`config.mk`:
```
export PLATFORM = sky130hd
export DESIGN_NAME = accel_hit_gesture_detector_core
export DESIGN_NICKNAME = d
export VERILOG_FILES = /design/src/rtl/core/ahgd_pkg.sv /design/src/rtl/core/ahgd_front.sv /design/src/rtl/core/ahgd_back.sv /design/src/rtl/core/accel_hit_gesture_detector_core.sv
export SDC_FILE = /design/constraint.sdc
export NUM_CORES = 2
export LEC_CHECK = 0
export BUFFER_PORTS_ARGS = -buffer_cell sky130_fd_sc_hd__buf_2
export CAP_MARGIN = 20
export CORE_MARGIN = 2
export CORE_UTILIZATION = 50
export CTS_CLUSTER_DIAMETER = 30
export DETAILED_ROUTE_END_ITERATION = 12
export GPL_TIMING_DRIVEN = 0
export MAX_ROUTING_LAYER = met4
export PLACE_DENSITY_LB_ADDON = 0.1
export SKIP_CTS_REPAIR_TIMING = 1
export SLEW_MARGIN = 10
export SYNTH_ARGS = -nofsm -noshare
export SYNTH_HDL_FRONTEND = slang
export SYNTH_HIERARCHICAL = 1
export SYNTH_SLANG_ARGS = --single-unit
```
`constraint.sdc`:
```
create_clock -name clock -period 15.6 [get_ports clock]
set_input_delay 2.34 -clock clock [delete_from_list [all_inputs] [get_ports clock]]
set_output_delay 2.34 -clock clock [all_outputs]
set_load 0.01 [all_outputs]
```
`src/rtl/core/ahgd_pkg.sv`:
```
// Shared types, constants and tables for the accelerometer hit detector.
// No dependencies.
`default_nettype none
package ahgd_pkg;
   localparam int CordicStepsDefault = 16;
   localparam int CordicStepsMax     = 24;
   localparam int AngW               = 32;
   localparam int CorW               = 48;

   localparam logic [2:0] ZONE_SNARE   = 3'd0;
   localparam logic [2:0] ZONE_HIHAT   = 3'd1;
   localparam logic [2:0] ZONE_TOM     = 3'd2;
   localparam logic [2:0] ZONE_CRASH   = 3'd3;
   localparam logic [2:0] ZONE_NEUTRAL = 3'd4;

   localparam logic [2:0] CSR_X_BIAS   = 3'd0;
   localparam logic [2:0] CSR_Y_BIAS   = 3'd1;
   localparam logic [2:0] CSR_Z_BIAS   = 3'd2;
   localparam logic [2:0] CSR_HAND     = 3'd3;
   localparam logic [2:0] CSR_GAP      = 3'd4;
   localparam logic [2:0] CSR_WINDOW   = 3'd5;

   typedef struct packed {
      logic signed [17:0] az;
      logic signed [16:0] ay;
      logic signed [16:0] ax;
      logic [31:0]        time_us;
   } item_type;

   typedef struct packed {
      logic [31:0] min_gap;
      logic [31:0] arm_win;
      logic        hand;
   } ctl_type;

   function automatic logic signed [AngW-1:0] atan_lut(input logic [4:0] i);
      logic signed [AngW-1:0] r;
      begin
         unique case (i)
            5'd0: r = 2949120;  5'd1: r = 1740967;  5'd2: r = 919879;
            5'd3: r = 466945;   5'd4: r = 234379;   5'd5: r = 117304;
            5'd6: r = 58666;    5'd7: r = 29335;    5'd8: r = 14668;
            5'd9: r = 7334;     5'd10: r = 3667;    5'd11: r = 1833;
            5'd12: r = 917;     5'd13: r = 458;     5'd14: r = 229;
            5'd15: r = 115;     5'd16: r = 57;      5'd17: r = 29;
            5'd18: r = 14;      5'd19: r = 7;       5'd20: r = 4;
            5'd21: r = 2;       5'd22: r = 1;
            default: r = 0;
         endcase
         return r;
      end
   endfunction
endpackage
`default_nettype wire

```
`src/rtl/core/ahgd_front.sv`:
```
// Front end: bias subtraction and input capture into a two-entry queue.
// Depends on ahgd_pkg.
`default_nettype none
module ahgd_front (
   input  wire logic               clock,
   input  wire logic               reset,
   input  wire logic               req_tvalid,
   output logic                    req_tready,
   input  wire logic [79:0]        req_tdata,
   input  wire logic signed [15:0] x_bias,
   input  wire logic signed [15:0] y_bias,
   input  wire logic signed [16:0] z_bias,
   output logic                    q_valid,
   input  wire logic               q_pop,
   output ahgd_pkg::item_type      q_item
);
   import ahgd_pkg::*;
   item_type   mem_ff [2];
   logic       wp_ff, rp_ff, wp_in, rp_in;
   logic [1:0] cnt_ff, cnt_in;
   item_type   it;
   logic       push;

   always_comb begin
      it.ax      = 17'(signed'(req_tdata[15:0])) - 17'(x_bias);
      it.ay      = 17'(signed'(req_tdata[31:16])) - 17'(y_bias);
      it.az      = 18'(signed'(req_tdata[47:32])) - 18'(z_bias);
      it.time_us = req_tdata[79:48];
      req_tready = cnt_ff != 2'd2;
      push       = req_tvalid && req_tready;
      q_valid    = cnt_ff != 2'd0;
      q_item     = mem_ff[rp_ff];
      wp_in      = push ? ~wp_ff : wp_ff;
      rp_in      = q_pop ? ~rp_ff : rp_ff;
      cnt_in     = cnt_ff + {1'b0, push} - {1'b0, q_pop};
   end

   always_ff @(posedge clock) begin
      if (push) mem_ff[wp_ff] <= it;
      if (reset) begin
         wp_ff <= 1'b0; rp_ff <= 1'b0; cnt_ff <= 2'd0;
      end else begin
         wp_ff <= wp_in; rp_ff <= rp_in; cnt_ff <= cnt_in;
      end
   end
endmodule
`default_nettype wire

```
`src/rtl/core/ahgd_back.sv`:
```
// Back end: squares, iterative square roots, shared CORDIC, zone and hit logic.
// Depends on ahgd_pkg.
`default_nettype none
module ahgd_back #(
   parameter int CORDIC_STEPS = ahgd_pkg::CordicStepsDefault
) (
   input  wire logic          clock,
   input  wire logic          reset,
   input  wire logic          q_valid,
   output logic               q_pop,
   input  wire ahgd_pkg::item_type q_item,
   input  wire ahgd_pkg::ctl_type  ctl,
   output logic               rsp_tvalid,
   input  wire logic          rsp_tready,
   output logic [55:0]        rsp_tdata
);
   import ahgd_pkg::*;
   localparam int NSTEPS = (CORDIC_STEPS < CordicStepsMax) ? CORDIC_STEPS : CordicStepsMax;

   typedef enum logic [3:0] {
      S_IDLE, S_SQ1, S_SQ2, S_SQRT_R, S_SQRT_M, S_PRE_P, S_CORD_P,
      S_PRE_R, S_CORD_R, S_DECIDE, S_OUT
   } state_type;

   state_type state_ff;
   item_type  it_ff;
   logic [35:0] sq_ff;        // ay^2 + az^2
   logic [35:0] sqm_ff;       // ax^2, added to sq_ff for the magnitude
   logic [35:0] v_ff, r_ff, bit_ff;
   logic [16:0] mag_ff;
   logic [18:0] rr_ff;
   logic signed [CorW-1:0] cx_ff, cy_ff;
   logic signed [AngW-1:0] cz_ff;
   logic [4:0]  i_ff;
   logic signed [10:0] pitch_ff;
   logic signed [11:0] roll_ff;
   logic signed [17:0] zh0_ff, zh1_ff;
   logic [16:0] mh0_ff, mh1_ff, peak_ff;
   logic [1:0]  hc_ff;
   logic        armed_ff, hit_ff;
   logic [31:0] arm_t_ff, last_t_ff;
   logic [2:0]  zone_ff;
   logic [10:0] inten_ff;

   logic signed [35:0] sq_a;
   logic signed [35:0] sq_x;
   logic signed [17:0] sq_op;
   logic [35:0] rb;
   logic [35:0] root, v_step;
   logic [16:0] mag_sat;
   logic signed [CorW-1:0] shx, shy;
   logic signed [CorW-1:0] px, py, pre_x, pre_y;
   logic signed [AngW-1:0] pre_z;
   logic signed [AngW+4:0] tz;
   logic signed [AngW+4:0] tsh;
   logic signed [12:0] tang;
   logic [2:0] zone;
   logic signed [18:0] dz2, dz1;
   logic signed [17:0] dm;
   logic signed [17:0] pdrop;
   logic [16:0] pk;
   logic [11:0] ip;
   logic        gap_ok;
   logic        arm_go, fire, drop;

   always_comb begin
      sq_op = (state_ff == S_SQ1) ? 18'(it_ff.ay) : it_ff.az;
      sq_a  = sq_op * sq_op;
      sq_x  = it_ff.ax * it_ff.ax;
      rb    = r_ff + bit_ff;
      root    = (v_ff >= rb) ? (r_ff >> 1) + bit_ff : r_ff >> 1;
      v_step  = (v_ff >= rb) ? v_ff - rb : v_ff;
      mag_sat = (root > 36'd131071) ? 17'h1ffff : 17'(root);
      // y, x operands; rotate into right half plane
      px = (state_ff == S_PRE_P) ? CorW'(signed'({1'b0, rr_ff})) <<< 8
                                 : CorW'(it_ff.az) <<< 8;
      py = (state_ff == S_PRE_P) ? -(CorW'(it_ff.ax) <<< 8)
                                 : CorW'(it_ff.ay) <<< 8;
      if (px < 0) begin
         if (py >= 0) begin
            pre_x = py; pre_y = -px; pre_z = AngW'(90 * 65536);
         end else begin
            pre_x = -py; pre_y = px; pre_z = AngW'(-90 * 65536);
         end
      end else begin
         pre_x = px; pre_y = py; pre_z = '0;
      end
      shx   = cx_ff >>> i_ff;
      shy   = cy_ff >>> i_ff;
      tz    = 37'(cz_ff) * 37'sd10 + 37'sd32768;
      tsh   = tz >>> 16;
      tang  = 13'(tsh);
      if (pitch_ff >= -11'sd900 && pitch_ff <= -11'sd100) zone = ZONE_SNARE;
      else if (roll_ff >= 12'sd300 && roll_ff <= 12'sd900) zone = ZONE_HIHAT;
      else if (roll_ff >= -12'sd900 && roll_ff <= -12'sd300) zone = ZONE_CRASH;
      else if (pitch_ff >= 11'sd400 && pitch_ff <= 11'sd900) zone = ZONE_TOM;
      else if (pitch_ff >= -11'sd150 && pitch_ff <= 11'sd300 &&
               roll_ff >= -12'sd200 && roll_ff <= 12'sd200) zone = ZONE_NEUTRAL;
      else zone = ctl.hand ? ZONE_SNARE : ZONE_HIHAT;
      dz2    = 19'(it_ff.az) - 19'(zh1_ff);
      dz1    = 19'(it_ff.az) - 19'(zh0_ff);
      dm     = 18'({1'b0, mag_ff}) - 18'({1'b0, mh1_ff});
      pk     = (mag_ff > peak_ff) ? mag_ff : peak_ff;
      pdrop  = 18'({1'b0, pk}) - 18'({1'b0, mag_ff});
      ip     = {1'b0, pk[16:5]} > 13'd1024 ? 12'd1024 :
               ({1'b0, pk[16:5]} < 13'd307 ? 12'd307 : 12'(pk[16:5]));
      gap_ok = (it_ff.time_us - last_t_ff) > ctl.min_gap;
      arm_go = gap_ok && !armed_ff && hc_ff == 2'd2 && mag_ff > 17'd14745 &&
               (dz2 > 19'sd14745 || dz2 < -19'sd14745 ||
                dm > 18'sd16384 || dm < -18'sd16384);
      fire   = gap_ok && armed_ff && hc_ff == 2'd2 &&
               (dz1 < -19'sd18022 || pdrop > 18'sd12288);
      drop   = gap_ok && armed_ff && hc_ff == 2'd2 &&
               (it_ff.time_us - arm_t_ff) > ctl.arm_win;
      q_pop  = (state_ff == S_IDLE) && q_valid;
      rsp_tvalid = state_ff == S_OUT;
      rsp_tdata  = {mag_ff, roll_ff, pitch_ff, armed_ff, inten_ff, zone_ff, hit_ff};
   end

   always_ff @(posedge clock) begin
      if (reset) begin
         state_ff <= S_IDLE;
         zh0_ff <= '0; zh1_ff <= '0; mh0_ff <= '0; mh1_ff <= '0;
         hc_ff <= '0; armed_ff <= 1'b0; arm_t_ff <= '0; peak_ff <= '0;
         last_t_ff <= '0; zone_ff <= ZONE_NEUTRAL;
      end else begin
         unique case (state_ff)
            S_IDLE: if (q_valid) begin
               it_ff <= q_item;
               state_ff <= S_SQ1;
            end
            S_SQ1: begin
               sq_ff <= 36'(sq_a);
               state_ff <= S_SQ2;
            end
            S_SQ2: begin
               sq_ff  <= sq_ff + 36'(sq_a);
               sqm_ff <= 36'(sq_x);
               v_ff   <= sq_ff + 36'(sq_a);
               r_ff   <= '0;
               bit_ff <= 36'h4_0000_0000;
               state_ff <= S_SQRT_R;
            end
            S_SQRT_R, S_SQRT_M: begin
               if (bit_ff[0]) begin
                  if (state_ff == S_SQRT_R) begin
                     rr_ff  <= 19'(root);
                     v_ff   <= sq_ff + sqm_ff;
                     r_ff   <= '0;
                     bit_ff <= 36'h4_0000_0000;
                     state_ff <= S_SQRT_M;
                  end else begin
                     mag_ff <= mag_sat;
                     state_ff <= S_PRE_P;
                  end
               end else begin
                  v_ff   <= v_step;
                  r_ff   <= root;
                  bit_ff <= bit_ff >> 2;
               end
            end
            S_PRE_P, S_PRE_R: begin
               cx_ff <= pre_x; cy_ff <= pre_y; cz_ff <= pre_z;
               i_ff  <= (px == 0 && py == 0) ? 5'(NSTEPS) : 5'd0;
               state_ff <= (state_ff == S_PRE_P) ? S_CORD_P : S_CORD_R;
            end
            S_CORD_P, S_CORD_R: begin
               if (i_ff != 5'(NSTEPS)) begin
                  if (cy_ff > 0) begin
                     cx_ff <= cx_ff + shy; cy_ff <= cy_ff - shx;
                     cz_ff <= cz_ff + atan_lut(i_ff);
                  end else begin
                     cx_ff <= cx_ff - shy; cy_ff <= cy_ff + shx;
                     cz_ff <= cz_ff - atan_lut(i_ff);
                  end
                  i_ff <= i_ff + 5'd1;
               end else if (state_ff == S_CORD_P) begin
                  pitch_ff <= tang > 13'sd900 ? 11'sd900 :
                              (tang < -13'sd900 ? -11'sd900 : 11'(tang));
                  state_ff <= S_PRE_R;
               end else begin
                  roll_ff <= tang > 13'sd1800 ? 12'sd1800 :
                             (tang < -13'sd1800 ? -12'sd1800 : 12'(tang));
                  state_ff <= S_DECIDE;
               end
            end
            S_DECIDE: begin
               hit_ff   <= fire;
               inten_ff <= fire ? 11'(ip) : 11'd0;
               if (arm_go || zone != ZONE_NEUTRAL) zone_ff <= zone;
               if (arm_go) begin
                  armed_ff <= 1'b1;
                  arm_t_ff <= it_ff.time_us;
                  peak_ff  <= mag_ff;
               end else if (gap_ok && armed_ff) begin
                  peak_ff <= pk;
                  if (fire || drop) armed_ff <= 1'b0;
                  if (fire) last_t_ff <= it_ff.time_us;
               end
               zh1_ff <= zh0_ff; zh0_ff <= it_ff.az;
               mh1_ff <= mh0_ff; mh0_ff <= mag_ff;
               if (hc_ff != 2'd2) hc_ff <= hc_ff + 2'd1;
               state_ff <= S_OUT;
            end
            S_OUT: if (rsp_tready) state_ff <= S_IDLE;
            default: state_ff <= S_IDLE;
         endcase
      end
   end
endmodule
`default_nettype wire

```
`src/rtl/core/accel_hit_gesture_detector_core.sv`:
```
// Top level of the accelerometer hit detector: config registers, front, back.
// Depends on ahgd_pkg, ahgd_front, ahgd_back.
//
//   channel | dir | fields
//   req     | in  | tdata: raw_x, raw_y, raw_z, time_us
//   rsp     | out | tdata: hit, drum, intensity, armed, pitch_out, roll_out, magnitude
//   csr     | in  | write enable, index, 20-bit data
//
// Each sample goes through two 18-step square roots and two passes through one
// shared CORDIC unit, and the back end takes no new sample until its response
// is taken; CORDIC_STEPS is capped at 24.
// Synchronous reset; the front queue takes two samples while the back stalls.
`default_nettype none
module accel_hit_gesture_detector_core #(
   parameter int CORDIC_STEPS = ahgd_pkg::CordicStepsDefault
) (
   input  wire logic         clock,
   input  wire logic         reset,
   input  wire logic         req_tvalid,
   output logic              req_tready,
   input  wire logic [79:0]  req_tdata,   // raw_x, raw_y, raw_z, time_us
   output logic              rsp_tvalid,
   input  wire logic         rsp_tready,
   output logic [55:0]       rsp_tdata,   // hit, drum, intensity, armed, pitch, roll, mag
   input  wire logic         csr_we,
   input  wire logic [2:0]   csr_index,
   input  wire logic [19:0]  csr_wdata
);
   import ahgd_pkg::*;
   logic signed [15:0] xb_ff, yb_ff;
   logic signed [16:0] zb_ff;
   logic        hand_ff;
   logic [19:0] gap_ff, win_ff;
   ctl_type     ctl;
   logic        q_valid, q_pop;
   item_type    q_item;

   always_ff @(posedge clock) begin
      if (reset) begin
         xb_ff <= '0; yb_ff <= '0; zb_ff <= '0; hand_ff <= 1'b0;
         gap_ff <= 20'd120000; win_ff <= 20'd60000;
      end else if (csr_we) begin
         unique case (csr_index)
            CSR_X_BIAS: xb_ff <= csr_wdata[15:0];
            CSR_Y_BIAS: yb_ff <= csr_wdata[15:0];
            CSR_Z_BIAS: zb_ff <= csr_wdata[16:0];
            CSR_HAND:   hand_ff <= csr_wdata[0];
            CSR_GAP:    gap_ff <= csr_wdata;
            CSR_WINDOW: win_ff <= csr_wdata;
            default: ;
         endcase
      end
   end

   assign ctl = '{min_gap: {12'd0, gap_ff}, arm_win: {12'd0, win_ff}, hand: hand_ff};

   ahgd_front u_front (
      .clock, .reset, .req_tvalid, .req_tready, .req_tdata,
      .x_bias(xb_ff), .y_bias(yb_ff), .z_bias(zb_ff),
      .q_valid, .q_pop, .q_item
   );

   ahgd_back #(.CORDIC_STEPS(CORDIC_STEPS)) u_back (
      .clock, .reset, .q_valid, .q_pop, .q_item, .ctl,
      .rsp_tvalid, .rsp_tready, .rsp_tdata
   );
endmodule
`default_nettype wire

```
==> metrics.yaml <==
route:
  drc_errors: 0
  drt-met1-wl_um: 137000
  routed-via-count: 77100
  finalWirelength_um: 317000
  final_antenna_net_count: 0
  detailroute.wirelength.met2_um: 143000
  drt_first_iter_violations: 7093
  drtPass1Iterations: 6
  met3RoutedLength_um: 26300
  highest_layer: "met4"
  detail_route.vias_per_cell: 5.96
  wl_per_cell_um: 24.5
worst_setup_path:
  setup.reg_to_reg.worst_slack_ns: 3.65
  slowest_stage: "sky130_fd_sc_hd__clkbuf_1"
  critical_path.startpoint_type: "flop"
  crit_required_ns: 16.19
  worst-setup-path-type: "reg -> reg"
  origin_of_the_critical_flop_to_flop_path: "u_back/state_ff[0]$_SDFFE_PP0P_"
  startpoint: "u_back/state_ff[0]$_SDFFE_PP0P_"
  worstPathArrival_ns: 12.53
  timing.critical_path.max_delay_family: "adder cells"
  timing.critical_path.slowest_cell_delay_ns: 0.70
  timing.critical_path.fanout_max: 10
  critPathCaptureType: "flop"
  crit_buf_inv: 11
logic_synthesis:
  synth_cell_type_count: 108
  netlist.top_cell.by_area: "sky130_fd_sc_hd__edfxtp_1"
  dominantRegCellSynth: "sky130_fd_sc_hd__edfxtp_1"
  netlist_instances: 9877
  synth_top_cells_by_area: "sky130_fd_sc_hd__edfxtp_1 (20%), sky130_fd_sc_hd__fa_1 (13%), sky130_fd_sc_hd__ha_1 (11%)"
  synth.yosys.warnings: 6
  seq_area_frac_synth_pct: 26.2
  ys_async_sr_fraction_pct: 0
  post-synth-top-area-fraction_pct: 20.1
  synth-edff-count: 611
  yosys_register_bits: 889
  post_synth_instance_area_um2: 91400
  syn_area_per_cell_um2: 9.25
sta:
  post_route_setup_tns_ns: 0
  worstMarginPinSlew_ns: 1.25
  timing.fmax_mhz: 83.7
  timing.clock.skew_ns: 0.109
  final-setup-viol-count: 0
  drv_slew: 0
  worst_slew_margin_rel_pct: 16.8
  grt_setup_unrepaired: "no"
  final-hold-violation-count: 0
  post-route-min-period_ns: 11.95
  finalCritPeriodShare_pct: 76.6
die:
  start_util_pct: 50.4
  core_area_um2: 181000
  fp-row-count: 156
  die_h_um: 431
  num_io_pins: 166
  die_w_um: 431
  fp.dieArea_um2: 186000
clock_tree:
  root_buf_cell: "sky130_fd_sc_hd__clkbuf_16"
  cts_inserted_buffers: 227
  cts.clk_slew.worst_paths_ns: 0.05
  cts_tree: "built"
  cts.sink_count: 889
  ctsHtreeMaxLevel: 4
  clk_path_buf_depth: 3
  clk_latency_ns: 0.88
global_routing:
  grt_pass1_wl_um: 473000
  grt_start_max_net_pins: 60
  first_global_vias: 76200
  antenna_found_initial: 21
  globalRouteTotalUtil_pct: 34.8
  grt_overflow: 0
layout:
  syn_to_final_growth_pct: 14.0
  layout-drive-gt1-share_pct: 9.72
  layout.nets: 11800
hold_path:
  worst_hold_startpoint: "u_back/mh0_ff[1]$_SDFFE_PP0P_"
  min-delay-path-class: "reg -> reg"
placed_design:
  port-buffer-count: 161
  place_hpwl_um: 257000
  gp_routability_congestion: 1.06
flow_run:
  max_cap_violations: 0
run_status:
  run_status: "finished clean"
## through the flow
step,instance area [um^2],worst slack (ns),hold slack (ns),utilization (%),std cells
floorplan,91500,5.76,0.432,-,9900
global placement,95200,1.85,0.441,52.6,12400
detailed placement,96100,3.80,0.447,53.0,12500
CTS,104000,3.81,0.432,57.4,12900
global route,104000,2.99,0.466,57.5,12900
finish,104000,3.65,0.435,57.5,12900
## state kept, by name, summed over array words and instances (netlist names), 18 cells and up, named ones only
| name | cells |
|---|---|
| u_back/cx_ff | 48 |
| u_back/zh1_ff | 18 |
| u_back/arm_t_ff | 32 |
| u_back/zh0_ff | 18 |
| u_back/cy_ff | 48 |
| u_back/it_ff | 84 |
| u_front/mem_ff | 168 |
| u_back/rr_ff | 19 |
| u_back/cz_ff | 28 |
| u_back/sq_ff | 36 |
| u_back/last_t_ff | 32 |
| u_back/bit_ff | 18 |
| u_back/r_ff | 36 |
| u_back/v_ff | 36 |
| win_ff | 20 |
| u_back/sqm_ff | 33 |
| gap_ff | 20 |
## worst paths after layout
check | end | cells past startpoint
setup / recovery | u_back/v_ff[35]$_DFFE_PP_ | 40
hold / removal | u_back/mh1_ff[1]$_SDFFE_PP0P_ | 2
setup reg to reg | u_back/v_ff[35]$_DFFE_PP_ | 40
hold reg to reg | u_back/mh1_ff[1]$_SDFFE_PP0P_ | 2
## synthesized netlist by cell type (75+ instances only)
master / n
sky130_fd_sc_hd__mux2i_1: 252
sky130_fd_sc_hd__ha_1: 784
sky130_fd_sc_hd__nand2b_1: 207
sky130_fd_sc_hd__fa_1: 583
sky130_fd_sc_hd__nor2b_1: 94
sky130_fd_sc_hd__mux4_2: 138
sky130_fd_sc_hd__nand2_1: 996
sky130_fd_sc_hd__mux2_2: 116
sky130_fd_sc_hd__nand4_1: 92
sky130_fd_sc_hd__nand3_1: 133
sky130_fd_sc_hd__and2_1: 103
sky130_fd_sc_hd__a211oi_1: 95
sky130_fd_sc_hd__xnor2_1: 359
sky130_fd_sc_hd__nor2_1: 686
sky130_fd_sc_hd__dfxtp_1: 278
sky130_fd_sc_hd__edfxtp_1: 611
sky130_fd_sc_hd__inv_1: 1127
sky130_fd_sc_hd__a21oi_1: 627
sky130_fd_sc_hd__nor3_1: 155
sky130_fd_sc_hd__clkbuf_1: 274
sky130_fd_sc_hd__o21ai_0: 455
sky130_fd_sc_hd__a21o_1: 227
sky130_fd_sc_hd__o21a_1: 121
sky130_fd_sc_hd__a31oi_1: 93
sky130_fd_sc_hd__xor2_1: 251
sky130_fd_sc_hd__o211ai_1: 75
## cell usage in the layout (no fill, tap or decap), types with 42 or more instances in the layout
master                      count
sky130_fd_sc_hd__a211oi_1      95
sky130_fd_sc_hd__a21o_1       227
sky130_fd_sc_hd__a21oi_1      624
sky130_fd_sc_hd__a31oi_1       92
sky130_fd_sc_hd__and2_1       102
sky130_fd_sc_hd__and3_1        65
sky130_fd_sc_hd__buf_2        191
sky130_fd_sc_hd__clkbuf_1     300
sky130_fd_sc_hd__clkbuf_16    229
sky130_fd_sc_hd__clkinv_1      46
sky130_fd_sc_hd__dfxtp_1      278
sky130_fd_sc_hd__edfxtp_1     611
sky130_fd_sc_hd__fa_1         583
sky130_fd_sc_hd__ha_1         784
sky130_fd_sc_hd__inv_1       1127
sky130_fd_sc_hd__mux2_2       116
sky130_fd_sc_hd__mux2i_1      251
sky130_fd_sc_hd__mux4_2       138
sky130_fd_sc_hd__nand2_1      996
sky130_fd_sc_hd__nand2b_1     207
sky130_fd_sc_hd__nand3_1      133
sky130_fd_sc_hd__nand4_1       92
sky130_fd_sc_hd__nor2_1       684
sky130_fd_sc_hd__nor2b_1       94
sky130_fd_sc_hd__nor3_1       152
sky130_fd_sc_hd__nor4_1        52
sky130_fd_sc_hd__o211ai_1      75
sky130_fd_sc_hd__o21a_1       121
sky130_fd_sc_hd__o21ai_0      455
sky130_fd_sc_hd__o21bai_1      69
sky130_fd_sc_hd__o31ai_1       61
sky130_fd_sc_hd__or2_2         42
sky130_fd_sc_hd__or3_1         55
sky130_fd_sc_hd__xnor2_1      352
sky130_fd_sc_hd__xor2_1       248
## tightest hold or removal path: cells and delay by family (launching register included)
kind,cells,cell delay (ns)
and+or+nand+nor,1,0.05
DFF,1,0.30
AOI/OAI and AO/OA,1,0.05
## area by class of cell
cell class	count	area, um^2
Tap cell	2370	2970
Antenna cell	18	45.0
Clock inverter	170	2090
Fill cell	16000	77000
Multi-Input combinational cell	7513	61800
Clock buffer	260	5860
Sequential cell	889	23900
Inverter	1141	4280
Buffer	357	1600
Timing Repair Buffer	218	1540
## metal layers
layer | vias up | global-route usage (%)
li1 | 35700 | -
met1 | 38000 | 45.8
met2 | 2801 | 53.7
met3 | 568 | 7.05
met4 | 0 | 11.6
met5 | - | -
## kinds of logic (layout without fill, tap and decap cells)
kind of cell,count (synthesis),in the layout,synth area share (%)
flops,889,889,26.2
simple gates,2811,2811,14.6
xor+xnor,610,610,5.85
mux,529,529,8.23
buf+inv,1498,2146,6.43
compound gates,2170,2170,15.2
fa+ha+maj,1369,1369,23.5
other cells,1,42,0.00410
Power is left out: the tool's default activity adds up to more than one toggle a clock period on the data nets, which glitch-free logic cannot reach.
